==> src/rtl/rvsc_pkg.sv <==
package rvsc_pkg;

   localparam int DMEM_BYTES_DEF = 1024;

   typedef enum logic [1:0] {
      CMD_EXECUTE    = 2'd0,
      CMD_WRITE_BYTE = 2'd1,
      CMD_READ_WORD  = 2'd2,
      CMD_READ_REG   = 2'd3
   } cmd_type;

   typedef enum logic [1:0] {
      ST_OK      = 2'd0,
      ST_UNKNOWN = 2'd1,
      ST_RANGE   = 2'd2,
      ST_HALTED  = 2'd3
   } status_type;

   localparam logic [6:0] OP_R      = 7'b0110011;
   localparam logic [6:0] OP_IMM    = 7'b0010011;
   localparam logic [6:0] OP_LOAD   = 7'b0000011;
   localparam logic [6:0] OP_STORE  = 7'b0100011;
   localparam logic [6:0] OP_JAL    = 7'b1101111;
   localparam logic [6:0] OP_BRANCH = 7'b1100011;

   localparam logic [6:0] F7_BASE = 7'b0000000;
   localparam logic [6:0] F7_ALT  = 7'b0100000;

   localparam logic [2:0] F3_ADD  = 3'd0;
   localparam logic [2:0] F3_XOR  = 3'd4;
   localparam logic [2:0] F3_OR   = 3'd6;
   localparam logic [2:0] F3_AND  = 3'd7;
   localparam logic [2:0] F3_WORD = 3'd2;
   localparam logic [2:0] F3_BEQ  = 3'd0;
   localparam logic [2:0] F3_BNE  = 3'd1;

   localparam logic [31:0] HALT_WORD = 32'hFFFF_FFFF;

   // One data memory access, issued when the execute stage advances.
   typedef struct packed {
      logic        rd;
      logic        wr_word;
      logic        wr_byte;
      logic [31:0] addr;
      logic [31:0] wdata;
   } dmem_req_type;

   // Everything the execute stage decides for one request.
   typedef struct packed {
      logic [31:0]  pc_next;
      logic         halt_next;
      logic         wen;
      logic [4:0]   widx;
      logic [31:0]  wval;
      logic [31:0]  readv;
      status_type   status;
      logic         mem_to_wval;
      logic         mem_to_readv;
      dmem_req_type mem;
   } exec_type;

endpackage

==> src/rtl/rvsc_exec.sv <==
module rvsc_exec
   import rvsc_pkg::*;
#(
   parameter int DMEM_BYTES = DMEM_BYTES_DEF
)
(
   input  logic [1:0]  command,
   input  logic [31:0] instruction,
   input  logic [9:0]  byte_address,
   input  logic [7:0]  byte_value,
   input  logic [31:0] a_value,
   input  logic [31:0] b_value,
   input  logic [31:0] pc,
   input  logic        halted,
   output exec_type    result
);

   localparam logic [31:0] MemBytes = 32'(DMEM_BYTES);
   localparam logic [31:0] LastWord = 32'(DMEM_BYTES - 4);

   logic [6:0]  op;
   logic [4:0]  rd;
   logic [2:0]  f3;
   logic [6:0]  f7;
   logic [31:0] imm_i;
   logic [31:0] imm_s;
   logic [31:0] imm_j;
   logic [31:0] imm_b;
   logic [31:0] addr_load;
   logic [31:0] addr_store;
   logic [31:0] byte_addr32;
   logic [31:0] pc_plus4;
   logic [31:0] res;
   logic        wr;
   logic        is_load;

   assign op    = instruction[6:0];
   assign rd    = instruction[11:7];
   assign f3    = instruction[14:12];
   assign f7    = instruction[31:25];
   assign imm_i = {{20{instruction[31]}}, instruction[31:20]};
   assign imm_s = {{20{instruction[31]}}, instruction[31:25], instruction[11:7]};
   assign imm_j = {{11{instruction[31]}}, instruction[31], instruction[19:12],
                   instruction[20], instruction[30:21], 1'b0};
   assign imm_b = {{19{instruction[31]}}, instruction[31], instruction[7],
                   instruction[30:25], instruction[11:8], 1'b0};

   assign addr_load   = a_value + imm_i;
   assign addr_store  = a_value + imm_s;
   assign byte_addr32 = {22'b0, byte_address};
   assign pc_plus4    = pc + 32'd4;

   always_comb begin
      result           = '0;
      result.pc_next   = pc;
      result.halt_next = halted;
      result.status    = ST_OK;
      res              = '0;
      wr               = 1'b0;
      is_load          = 1'b0;
      case (cmd_type'(command))
         CMD_WRITE_BYTE: begin
            result.mem.addr = byte_addr32;
            if (byte_addr32 < MemBytes) begin
               result.mem.wr_byte = 1'b1;
               result.mem.wdata   = {24'b0, byte_value};
            end else begin
               result.status = ST_RANGE;
            end
         end
         CMD_READ_WORD: begin
            result.mem.addr     = byte_addr32;
            result.mem_to_readv = 1'b1;
            if (byte_addr32 <= LastWord) begin
               result.mem.rd = 1'b1;
            end else begin
               result.status = ST_RANGE;
            end
         end
         CMD_READ_REG: begin
            result.readv = a_value;
         end
         CMD_EXECUTE: begin
            if (halted) begin
               result.status = ST_HALTED;
            end else if (instruction == HALT_WORD) begin
               result.halt_next = 1'b1;
            end else begin
               result.pc_next = pc_plus4;
               case (op)
                  OP_R: begin
                     if ((f3 inside {F3_ADD, F3_XOR, F3_OR, F3_AND}) &&
                         (f7 == F7_BASE || (f7 == F7_ALT && f3 == F3_ADD))) begin
                        wr = 1'b1;
                        case (f3)
                           F3_ADD:  res = (f7 == F7_ALT) ? a_value - b_value
                                                         : a_value + b_value;
                           F3_XOR:  res = a_value ^ b_value;
                           F3_OR:   res = a_value | b_value;
                           F3_AND:  res = a_value & b_value;
                           default: res = '0;
                        endcase
                     end else begin
                        result.status = ST_UNKNOWN;
                     end
                  end
                  OP_IMM: begin
                     if (f3 inside {F3_ADD, F3_XOR, F3_OR, F3_AND}) begin
                        wr = 1'b1;
                        case (f3)
                           F3_ADD:  res = addr_load;
                           F3_XOR:  res = a_value ^ imm_i;
                           F3_OR:   res = a_value | imm_i;
                           F3_AND:  res = a_value & imm_i;
                           default: res = '0;
                        endcase
                     end else begin
                        result.status = ST_UNKNOWN;
                     end
                  end
                  OP_LOAD: begin
                     if (f3 == F3_WORD) begin
                        wr              = 1'b1;
                        is_load         = 1'b1;
                        result.mem.addr = addr_load;
                        if (addr_load <= LastWord) begin
                           result.mem.rd = 1'b1;
                        end else begin
                           result.status = ST_RANGE;
                        end
                     end else begin
                        result.status = ST_UNKNOWN;
                     end
                  end
                  OP_STORE: begin
                     if (f3 == F3_WORD) begin
                        result.mem.addr  = addr_store;
                        result.mem.wdata = b_value;
                        if (addr_store <= LastWord) begin
                           result.mem.wr_word = 1'b1;
                        end else begin
                           result.status = ST_RANGE;
                        end
                     end else begin
                        result.status = ST_UNKNOWN;
                     end
                  end
                  OP_JAL: begin
                     wr             = 1'b1;
                     res            = pc_plus4;
                     result.pc_next = pc + imm_j;
                  end
                  OP_BRANCH: begin
                     if (f3 == F3_BEQ || f3 == F3_BNE) begin
                        if ((f3 == F3_BEQ) == (a_value == b_value)) begin
                           result.pc_next = pc + imm_b;
                        end
                     end else begin
                        result.status = ST_UNKNOWN;
                     end
                  end
                  default: begin
                     result.status = ST_UNKNOWN;
                  end
               endcase
               if (wr && rd != 5'd0) begin
                  result.wen         = 1'b1;
                  result.widx        = rd;
                  result.wval        = res;
                  result.mem_to_wval = is_load;
               end
            end
         end
         default: begin
            result.status = ST_OK;
         end
      endcase
   end

endmodule

==> config.mk <==
export PLATFORM = sky130hd
export DESIGN_NAME = rvsc_exec
export DESIGN_NICKNAME = d
export VERILOG_FILES = /design/src/rtl/rvsc_pkg.sv /design/src/rtl/rvsc_exec.sv
export SDC_FILE = /design/constraint.sdc
export NUM_CORES = 1
export LEC_CHECK = 0
export BUFFER_PORTS_ARGS = -buffer_cell sky130_fd_sc_hd__buf_2
export CAP_MARGIN = 20
export CORE_UTILIZATION = 40
export DETAILED_ROUTE_END_ITERATION = 12
export SLEW_MARGIN = 20
export SYNTH_ARGS = -nofsm -noshare
export SYNTH_HDL_FRONTEND = slang
export SYNTH_SLANG_ARGS = --single-unit
==> constraint.sdc <==
create_clock -name vclk -period 8.66
set_input_delay 1.732 -clock vclk [all_inputs]
set_output_delay 1.732 -clock vclk [all_outputs]
set_load 0.01 [all_outputs]
**After elaboration in Yosys (flattened, before gate mapping)**

Index checks and enable logic that the tools add are counted.

- Register bits: 0
- Input bits: 149
- Logic and storage cells: 109

- Add/subtract/negate cells: 7
- $lt $le $gt $ge: 4
- Eq/ne operators: 18
- Mux-type cells: 63
- Bitwise operators: 6
- Reductions and logical operators: 11

Operators with widths:

| cell | count |
|---|---|
| $mux W32 | 9 |
| $pmux W32 S2 | 4 |
| $pmux W32 S4 | 2 |
| $mux W64 | 3 |
| $add A32 B32 Y32 | 5 |
| $mux W71 | 2 |
| $pmux W32 S3 | 1 |
| $mux W38 | 2 |
| $and A32 B32 Y32 | 2 |
| $le A32 B10 Y1 const B | 2 |
| $or A32 B32 Y32 | 2 |
| $xor A32 B32 Y32 | 2 |
| $add A32 B3 Y32 const B | 1 |
| $eq A32 B32 Y1 | 1 |
| $eq A32 B32 Y1 const B | 1 |
| $sub A32 B32 Y32 | 1 |
| $mux W1 | 25 |
| $eq A7 B6 Y1 const B | 3 |
| $mux W2 | 9 |
| $eq A7 B7 Y1 const B | 2 |
| $pmux W2 S6 | 1 |
| $lt A10 B11 Y1 const B | 1 |
| $le A10 B10 Y1 const B | 1 |
| $eq A3 B3 Y1 const B | 3 |
| other kinds (20) | 24 |

**Logic depth before layout (Yosys ltp)**

Gate-level depths: netlist of the first run.

- Depth after elaboration: 14
- Mapped depth: 15
- Mapped depth without buffers: 15

**Worst setup path before layout of the first run**

Ideal clock, no wire load.

- Kind: input to output
- Start: in instruction[31]
- End: out result[66] in the netlist's numbering
- Arrival time: 5302 ps
- Data required time: 6928 ps
- Path slack: 1626 ps
- Cell stages on the path: 13
- Cell sequence: inv_1 -> ha_1 -> buf_1 -> nand4_1 -> nor2_1 -> and3_1 -> nand2_1 -> o21bai_1 -> xor2_1 -> or4_1 -> or4_1 -> or3b_1 -> o32ai_1

RTL lines:

| item | RTL line | RTL |
|---|---|---|
| from (decl) | rvsc_exec.sv:8 | `input logic [31:0] instruction,` |
| to (decl) | rvsc_exec.sv:15 | `output exec_type result` |

==> metrics.md, run 1 <==
| Metric | Value |
|---|---|
| Outcome | `completed` |
| Final wirelength | `81,100 microns` |
| Seq_cells | `0` |
| Synth warn | `0` |
| Slew Viols, Final | `0` |
| Top Ports | `323` |
| Yosys cell types | `87` |
| CP startpoint kind | `primary input` |
| DIE WIDTH | `196 microns` |
| Layout cells sized above 1 | `15.9%` |
| Number of clock buffers in the layout | `0` |
| Vias/cell | `6.55` |
| Leak | `7.55 nW` |
| Hold buffer count at CTS | `0` |
| TritonRoute pass-1 iters | `7` |
| Area of the multi-input gates | `13,900 sq um` |
| Adder and majority gate portion of the synthesized area | `18.5%` |
| Final Setup Violations | `0` |
| PortBufs | `323` |
| Rows | `70` |
| Post-Syn Instances | `2,378` |
| Setup Crit Path Kind | `primary input to primary output` |
| Inserted Diodes | `0` |
| Mux contribution to synthesized area | `2.13%` |
| Post-CTS Setup Repair Bufs | `0` |
| Largest net degree at the start of global routing | `56` |
| Fin area | `16,900 sq um` |
| XOR/XNOR Fraction of Synth Area | `9.38%` |
| First-pass GRT wire length | `118,000 microns` |
| Unrepaired setup endpoints after global routing | `false` |
| CP max FO | `9` |
| Final Hold Viols | `0` |
| Final min period | `8.23 ns` |
| Number of gates resized after CTS | `0` |
| Maximum vdd drop | `0.0293 mV` |
| Die H | `196 microns` |
| Initial Utilization | `40.9%` |
| P&R area growth vs syn | `12.5%` |
| Vias in the first global route | `17.8k` |
| Finished Core Util | `46.0%` |
| Core box area | `36,800 sq um` |
| DR iter-0 viols | `2,336` |
| Avg WL per Cell | `26.6 microns` |
| Min-Delay Path Class | `primary input to primary output` |
| Data required time of the worst path | `6.93 ns` |
| Vias | `19.9k` |
| Critical Path AT | `6.49 ns` |
| Largest family of logic cells by synthesized area | `compound AO/OA/AOI/OAI gates` |
| Nets | `2,948` |
| Tcrit/Tclk final | `95.0%` |
| CP endpoint | `result[70]` |
| Final GP Congestion | `1.04` |
| Maxcap violations | `0` |
| Global route overflow | `0` |
| DP HPWL | `65,500 microns` |
| Worst Setup End Kind | `primary output` |
| CP startpoint | `a_value[1]` |
| Die area | `38,300 sq um` |
| Worst rel slew slack | `30.2%` |
| Fillers | `4,035` |
| Net Count, Synth | `2,746` |
| Antenna violations before repair | `0` |
| All-layer global routing usage | `40.3%` |
| Most frequent cells in the layout | `buf_2 (323), a21oi_1 (268), nor2_1 (241), ha_1 (213), nand2_1 (206)` |
| Post-synthesis simple-gate area fraction | `26.0%` |
| Mean post-synth cell area | `6.32 sq um` |
| Worst slew pin tran | `1.04 ns` |
| Mapped Area | `15,000 sq um` |
| Pwr/cell area | `69.1 nW/um^2` |
| Reg area | `0 sq um` |
| TNS Setup | `0 ns` |
| ANT nets after route | `0` |
| Post-synthesis sequential area ratio | `0%` |
| Synth Area in Compound Gates | `36.1%` |
| Number of remaining DRC errors | `0` |
| Max frequency | `122 MHz` |
| Placed Area | `16,900 sq um` |
| Most common cell after layout, fill and taps aside | `buf_2` |
[cells in the mapped netlist, types with 24 or more instances]
master    instances  share of area (%)
a211oi_1         44                2.2
a21o_1           37                1.8
a21oi_1         268                8.9
a22oi_1          24                1.2
and2_1           46                1.9
clkbuf_1        133                3.3
ha_1            213                 18
inv_1           132                3.3
mux2i_1          32                2.1
nand2_1         206                5.1
nand3_1          41                1.4
nand4_1          40                1.7
nor2_1          241                6.0
nor3_1           67                2.2
nor4_1           41                1.7
o21ai_0         183                6.1
o21bai_1         26                1.3
o22ai_1          56                2.3
xnor2_1          99                5.8
xor2_1           62                3.6
[worst max-delay path, cell delays in order]
cell and delay [ns]:
buf_2 0.28, inv_1 0.23, fa_1 0.47, nor2b_1 0.16, o31a_1 0.28, o31ai_1 0.17, o31ai_1 0.83, mux2i_1 0.26
a21oi_1 0.09, or4b_1 0.53, nor4b_1 0.55, nand4b_1 0.37, o211ai_1 0.29, a211oi_1 0.10, buf_2 0.14
[per-stage QoR]
step / hold slack [ns] / power, W / cells / setup WS [ns]
2_1_floorplan: 3.55 / 0.000742 / 2378 / 1.63
3_3_place_gp: 3.71 / 0.00113 / 3046 / 0.465
3_5_place_dp: 3.70 / 0.00113 / 3046 / 0.531
4_1_cts: 3.70 / 0.00113 / 3046 / 0.475
5_1_grt: 3.71 / 0.00125 / 3046 / 0.244
6_report: 3.70 / 0.00117 / 3046 / 0.434
[cells by family (layout without fill, tap and decap cells)]
logic type,Yosys count,count (layout)
buffers and inverters,301,501
adder cells (fa/ha/maj),219,219
multiplexers,32,32
XOR/XNOR,161,161
AO/OA/AOI/OAI,857,857
AND/OR/NAND/NOR,808,808
[routing by layer]
| layer | routed length, microns | share of wire (%) | GRT usage, % |
|---|---|---|---|
| met1 | 36000 | 44 | 58.7 |
| met2 | 33900 | 42 | 60.5 |
| met3 | 7860 | 9.7 | 4.69 |
| met4 | 3290 | 4.1 | 14.1 |
| met5 | 0 | 0 | 0 |
[report_power, final]
| part | internal [W] | leakage (nW) | switching, W |
|---|---|---|---|
| logic | 0.000404 | 7.55 | 0.000764 |
| clock network | 0 | 0 | 0 |
| registers | 0 | 0 | 0 |
| total | 0.000404 | 7.55 | 0.000764 |
[how the worst min path moves through the flow]
stage	startpoint	endpoint	depth (start not counted)
finish	pc[0]	result[142]	2
floorplan	instruction[11]	result[139]	2
detailed placement	pc[0]	result[142]	2
global route	pc[0]	result[142]	2
global placement	pc[0]	result[142]	2
CTS	pc[0]	result[142]	2
[layout make-up]
class                      count  share of cell area (%)
multi-input combinational   2077                    82.0
inverter                     132                    2.93
timing repair buffer         369                    11.6
tap                          468                    3.46
No activity file was read; power rests on OpenSTA's default activity.
==> run 2, diff against run 1 <==
==> constraint.sdc (replaced) <==
create_clock -name vclk -period 8.66
set_input_delay 2.598 -clock vclk [all_inputs]
set_output_delay 2.598 -clock vclk [all_outputs]
set_load 0.01 [all_outputs]
==> run 2 against run 1 <==
  * The run now ends with negative setup slack left
  * Routed wire length rose by 7.3%
  * Flip-flop and latch count did not move
  * Power rose by 35%
  * Critical path depth rose by 2
  * Global-route usage rose by 2.4 points
  * Combinational power rose by 35%
  * Critical path type unchanged
  * Die area did not move
  * Cell count rose by 17%
  * Maximum frequency fell by 8.8%
==> metrics.md, run 2 (synthesized netlist as in run 1, its figures left out) <==
| Metric | Value |
|---|---|
| Outcome | `complete, but fails checks` |
| Failing checks | `negative setup slack` |
| Vias/cell | `6.23 (-4.8%)` |
| CP startpoint kind | `primary input` |
| DP HPWL | `70,800 microns (+8.2%)` |
| Setup slack after layout | `-0.359 ns (-0.793 ns)` |
| Number of remaining DRC errors | `0 (unchanged)` |
| Min-Delay Path Class | `primary input to primary output` |
| Largest net degree at the start of global routing | `70 (+25%)` |
| Final min period | `9.02 ns (+0.793 ns)` |
| Worst Setup End Kind | `primary output` |
| Number of clock buffers in the layout | `0 (unchanged)` |
| Die H | `196 microns (unchanged)` |
| Tcrit/Tclk final | `104% (+9.2 points)` |
| Cells along the critical path | `buf_8 > clkinvlp_4 > clkbuf_16 > ha_4 > nand4_1 > buf_6 > o31ai_4 > a31oi_4 > o31ai_4 > a21oi_2 > xnor2_1 > or4_1 > or4_4 > or4b_1 > o211ai_1 > a211oi_1 > buf_2` |
| Max frequency | `111 MHz (-8.8%)` |
| Seq_cells | `0 (unchanged)` |
| Post-route insts no fill | `3,567 (+17%)` |
| Rows | `70 (unchanged)` |
| Final GP Congestion | `1.08 (+4.2%)` |
| Most frequent cells in the layout | `buf_4 (545), buf_2 (317), a21oi_1 (248), nor2_1 (234), nand2_1 (201)` |
| Met2 Usage GRT | `64.3% (+3.9 points)` |
| Layout cells sized above 1 | `35.5% (+20 points)` |
| All-layer global routing usage | `42.7% (+2.4 points)` |
| Pwr/cell area | `71.2 nW/um^2 (+3.0%)` |
| CP max FO | `7 (-2)` |
| Top Ports | `323 (unchanged)` |
| Leak | `10.3 nW (+36%)` |
| Unrepaired setup endpoints after global routing | `true` |
| DIE WIDTH | `196 microns (unchanged)` |
| Slew Viols, Final | `0 (unchanged)` |
| Final Setup Violations | `3 (+3)` |
| Max incr delay on CP | `0.56 ns (-0.27 ns)` |
| Global Route met1 Usage | `61.4% (+2.7 points)` |
| Antenna violations before repair | `4 (+4)` |
| Worst rel slew slack | `38.4% (+8.2 points)` |
| Critical Path AT | `6.42 ns (-0.07 ns)` |
| Worst Hold Depth | `2 (unchanged)` |
| Reg area | `0 sq um (unchanged)` |
| Global route overflow | `0 (unchanged)` |
| Setup Crit Path Kind | `primary input to primary output` |
| ANT nets after route | `0 (unchanged)` |
| Grt met3 use | `6.21% (+1.5 points)` |
| PortBufs | `323 (unchanged)` |
| Maximum vdd drop | `0.0296 mV (+0.93%)` |
| Cells after DPL | `3,541 (+16%)` |
| Vias | `22.2k (+12%)` |
| Worst slew pin tran | `0.920 ns (-0.119 ns)` |
| Top Usage Layer GRT | `met2` |
| Core box area | `36,800 sq um (unchanged)` |
| Data required time of the worst path | `6.06 ns (-0.87 ns)` |
| Initial Utilization | `40.9% (unchanged)` |
| Die area | `38,300 sq um (unchanged)` |
| Most common cell after layout, fill and taps aside | `buf_4` |
| First-pass GRT wire length | `126,000 microns (+7.2%)` |
| CP dominant cell by count | `o31ai_4` |
| Maxcap violations | `0 (unchanged)` |
| Slowest cell on the critical path | `or4_4` |
| P&R area growth vs syn | `47.3%` |
| TNS Setup | `-0.725 ns (-0.725 ns)` |
| TritonRoute pass-1 iters | `6 (-1)` |
| Nets | `3,466 (+18%)` |
| Avg WL per Cell | `24.4 microns (-8.4%)` |
| Vias in the first global route | `20.4k (+14%)` |
| DR iter-0 viols | `2,672 (+14%)` |
| Final Hold Viols | `0 (unchanged)` |
| Final wirelength | `87,000 microns (+7.3%)` |
## run 2: cell count changes in the layout (fill, tap and decap cells not counted), moves of 10 or more
cell      change
buf_4       +499
ha_4         +26
a21oi_2      +17
inv_2        +10
ha_1         -32
buf_6        +17
a21oi_1      -20
o21ai_0      -18
inv_1        -15
a211oi_1     -10
## run 2: cell type report
type                            count  area [sq um]
Antenna cell                        3          7.51
Fill cell                        3649         14700
Inverter                          132           513
Multi-Input combinational cell   2077         15000
Tap cell                          468           586
Timing Repair Buffer              887          6020
## run 2: path summary, 6_finish.rpt
kind	startpoint	to
min	pc[0]	result[142]
max	instruction[31]	result[70]
## run 2: report_power, final
part	leakage [nW]	internal (W)	switching, W
clock	0.0000221	0.0000000000311	0
combinational	10.3	0.000689	0.000886
sequential	0	0	0
## run 2: through the flow
stage / hold WS (ns) / util (%) / cell area (sq um) / power [W] / worst slack (ns)
floorplan: 5.29 / - / 15100 / 0.000743 / 0.0107
global placement: 5.46 / 56.3 / 20700 / 0.00140 / -0.624
detailed placement: 5.46 / 56.3 / 20700 / 0.00140 / -0.585
CTS: 5.46 / 57.5 / 21100 / 0.00145 / -0.339
global route: 5.46 / 60.2 / 22100 / 0.00167 / -0.477
finish: 5.47 / 60.2 / 22100 / 0.00158 / -0.359
## run 2: critical path: cells and delay by family
kind	cells	cell delay [ns]
and+or+nand+nor	4	1.71
AOI/OAI and AO/OA	6	0.85
buffers and inverters	5	0.82
adders and majority gates	1	0.29
xor gates and xnor gates	1	0.13
## run 2: what timing repair did
item,CTS,global route
setup endpoints to repair,31,41
hold buffers,0,0
pin swaps,22,68
resized for setup,77,175
cloned,0,1
setup buffers,8,15
## run 2: metal layers
layer,wire length (microns),vias up
met2,36500,1411
met3,9480,208
met5,17,-
li1,-,10200
met1,37500,10400
met4,3570,2
==> run 3, diff against run 2 <==
--- a/config.mk
+++ b/config.mk
@@ -5,10 +5,10 @@
 export SDC_FILE = /design/constraint.sdc
 export NUM_CORES = 1
 export LEC_CHECK = 0
-export BUFFER_PORTS_ARGS = -buffer_cell sky130_fd_sc_hd__buf_2
 export CAP_MARGIN = 20
 export CORE_UTILIZATION = 40
 export DETAILED_ROUTE_END_ITERATION = 12
+export DONT_BUFFER_PORTS = 1
 export SLEW_MARGIN = 20
 export SYNTH_ARGS = -nofsm -noshare
 export SYNTH_HDL_FRONTEND = slang
==> constraint.sdc (replaced) <==
create_clock -name vclk -period 11.66
set_input_delay 3.498 -clock vclk [all_inputs]
set_output_delay 3.498 -clock vclk [all_outputs]
set_load 0.01 [all_outputs]
==> run 3 against run 2 <==
  * The run now ends clean
  * Power shrank 51%
  * Core utilization fell by 18 points
  * Worst hold slack gained 1.5 ns
  * Critical path depth down 4
  * Worst setup slack gained 0.67 ns
  * Sequential share of layout area stayed put
  * Design area decreased by 30%
  * Cell count fell by 23%
  * Combinational power fell by 52%
  * Routed wire length decreased by 11%
  * Non-clock buffer count down 814
  * Critical path type unchanged
  * Critical endpoint is now result[66]
  * Largest cell class unchanged
  * Largest power group unchanged
==> metrics.md, run 3 (synthesized netlist as in run 1, its figures left out) <==
| Metric | Value |
|---|---|
| Most frequent cells in the layout | `a21oi_1 (268), nor2_1 (240), ha_1 (213), nand2_1 (206), o21ai_0 (183)` |
| Vias | `19.0k (-15%)` |
| Rows | `70 (unchanged)` |
| Global route overflow | `0 (unchanged)` |
| Pwr/cell area | `49.3 nW/um^2 (-31%)` |
| Vias/cell | `6.90 (+11%)` |
| Min-Delay Startpoint | `pc[0]` |
| Maxcap violations | `0 (unchanged)` |
| All-layer global routing usage | `38.3% (-4.4 points)` |
| Worst slew pin tran | `1.04 ns (+0.122 ns)` |
| Met2 WL | `31,500 microns (-14%)` |
| P&R area growth vs syn | `3.23%` |
| Tcrit/Tclk final | `97.4%` |
| Data required time of the worst path | `8.16 ns (+2.10 ns)` |
| Worst Setup End Kind | `primary output` |
| Number of gates resized after CTS | `0 (-100%)` |
| Unrepaired setup endpoints after global routing | `false` |
| DR iter-0 viols | `2,810 (+5.2%)` |
| Maximum vdd drop | `0.0138 mV (-53%)` |
| Setup slack after layout | `0.308 ns (+0.667 ns)` |
| Met3 routed WL | `9040 microns (-4.6%)` |
| Top Ports | `323 (unchanged)` |
| Seq_cells | `0 (unchanged)` |
| Final GP Congestion | `1.05 (-3.0%)` |
| Leak | `6.22 nW (-40%)` |
| DIE WIDTH | `196 microns (unchanged)` |
| Nets | `2,652 (-23%)` |
| Final min period | `11.35 ns` |
| Die area | `38,300 sq um (unchanged)` |
| Initial Utilization | `40.9% (unchanged)` |
| Die H | `196 microns (unchanged)` |
| Top sig layer | `met5` |
| Avg WL per Cell | `28.0 microns (+15%)` |
| Worst rel slew slack | `28.7% (-9.7 points)` |
| Setup Crit Path Kind | `primary input to primary output` |
| Core box area | `36,800 sq um (unchanged)` |
| Largest net degree at the start of global routing | `88 (+26%)` |
| Final wirelength | `77,200 microns (-11%)` |
| Reg area | `0 sq um (unchanged)` |
| Final Setup Violations | `0 (-3)` |
| Cells after DPL | `2,750 (-22%)` |
| Post-route insts no fill | `2,752 (-23%)` |
| CP max FO | `45 (+38)` |
| CP startpoint kind | `primary input` |
| First-pass GRT wire length | `113,000 microns (-10%)` |
| Number of clock buffers in the layout | `0 (unchanged)` |
| Final Hold Viols | `0 (unchanged)` |
| ANT nets after route | `0 (unchanged)` |
| Antenna violations before repair | `6 (+2)` |
| Pre-CTS WS | `0.437 ns (+1.02 ns)` |
| Outcome | `completed` |
| M1 WL | `32,700 microns (-13%)` |
| TritonRoute pass-1 iters | `8 (+2)` |
| Max frequency | `88.1 MHz` |
| Post-CTS Setup Repair Bufs | `0 (-8)` |
| TNS Setup | `0 ns (+0.725 ns)` |
| WHS | `7.00 ns (+1.53 ns)` |
| Vias in the first global route | `17.4k (-15%)` |
| Most common cell after layout, fill and taps aside | `a21oi_1` |
| Number of remaining DRC errors | `0 (unchanged)` |
| Layout cells sized above 1 | `5.13% (-30 points)` |
| Critical Path AT | `7.85 ns (+1.43 ns)` |
| Fillers | `3,982 (+9.1%)` |
| PortBufs | `0 (-100%)` |
| Min-Delay Path Class | `primary input to primary output` |
| DP HPWL | `61,400 microns (-13%)` |
| Slew Viols, Final | `0 (unchanged)` |
| CP startpoint | `instruction[31]` |
| Area of the multi-input gates | `13,900 sq um (-7.5%)` |
| Hold buffer count at CTS | `0 (unchanged)` |
## run 3: path summary, 6_finish.rpt
kind / endpoint / slack (ns) / cells after the start
max: result[66] / 0.31 / 13
min: result[142] / 7.00 / 0
## run 3: report_power, final
part | internal [W] | switching, W | total (W)
registers | 0 | 0 | 0
clock network | 0.0000000000236 | 0 | 0.0000000000236
logic | 0.000273 | 0.000492 | 0.000765
total | 0.000273 | 0.000492 | 0.000765
## run 3: stage by stage
stage	utilization [%]	area (sq um)	power, W
after floorplan	-	15000	0.000551
after global placement	42.1	15500	0.000737
after detailed placement	42.1	15500	0.000737
after CTS	42.1	15500	0.000741
after global routing	42.2	15500	0.000824
final	42.2	15500	0.000765
## run 3: critical path, cell delays in order
cell and delay (ns):
inv_1 0.40, ha_1 0.57, a21oi_1 0.18, o21ai_1 0.60
a21oi_1 0.28, o21ai_1 0.22, a21oi_1 0.07, xnor2_1 0.21
or3b_1 0.37, or4_1 0.54, or3b_1 0.41, o32ai_1 0.29
buf_4 0.18
## run 3: area by class of cell
cell class | count | share of cell area, %
Antenna cell | 2 | 0.0323
Inverter | 132 | 3.19
Timing Repair Buffer | 73 | 3.53
Multi-Input combinational cell | 2077 | 89.5
Tap cell | 468 | 3.77
## run 3: per-layer routing
layer  vias up  global-route usage [%]
li1       8495                       -
met1      8974                    53.6
met2      1309                    55.9
met4         6                    17.1
met5         -                       0
met3       192                    7.99
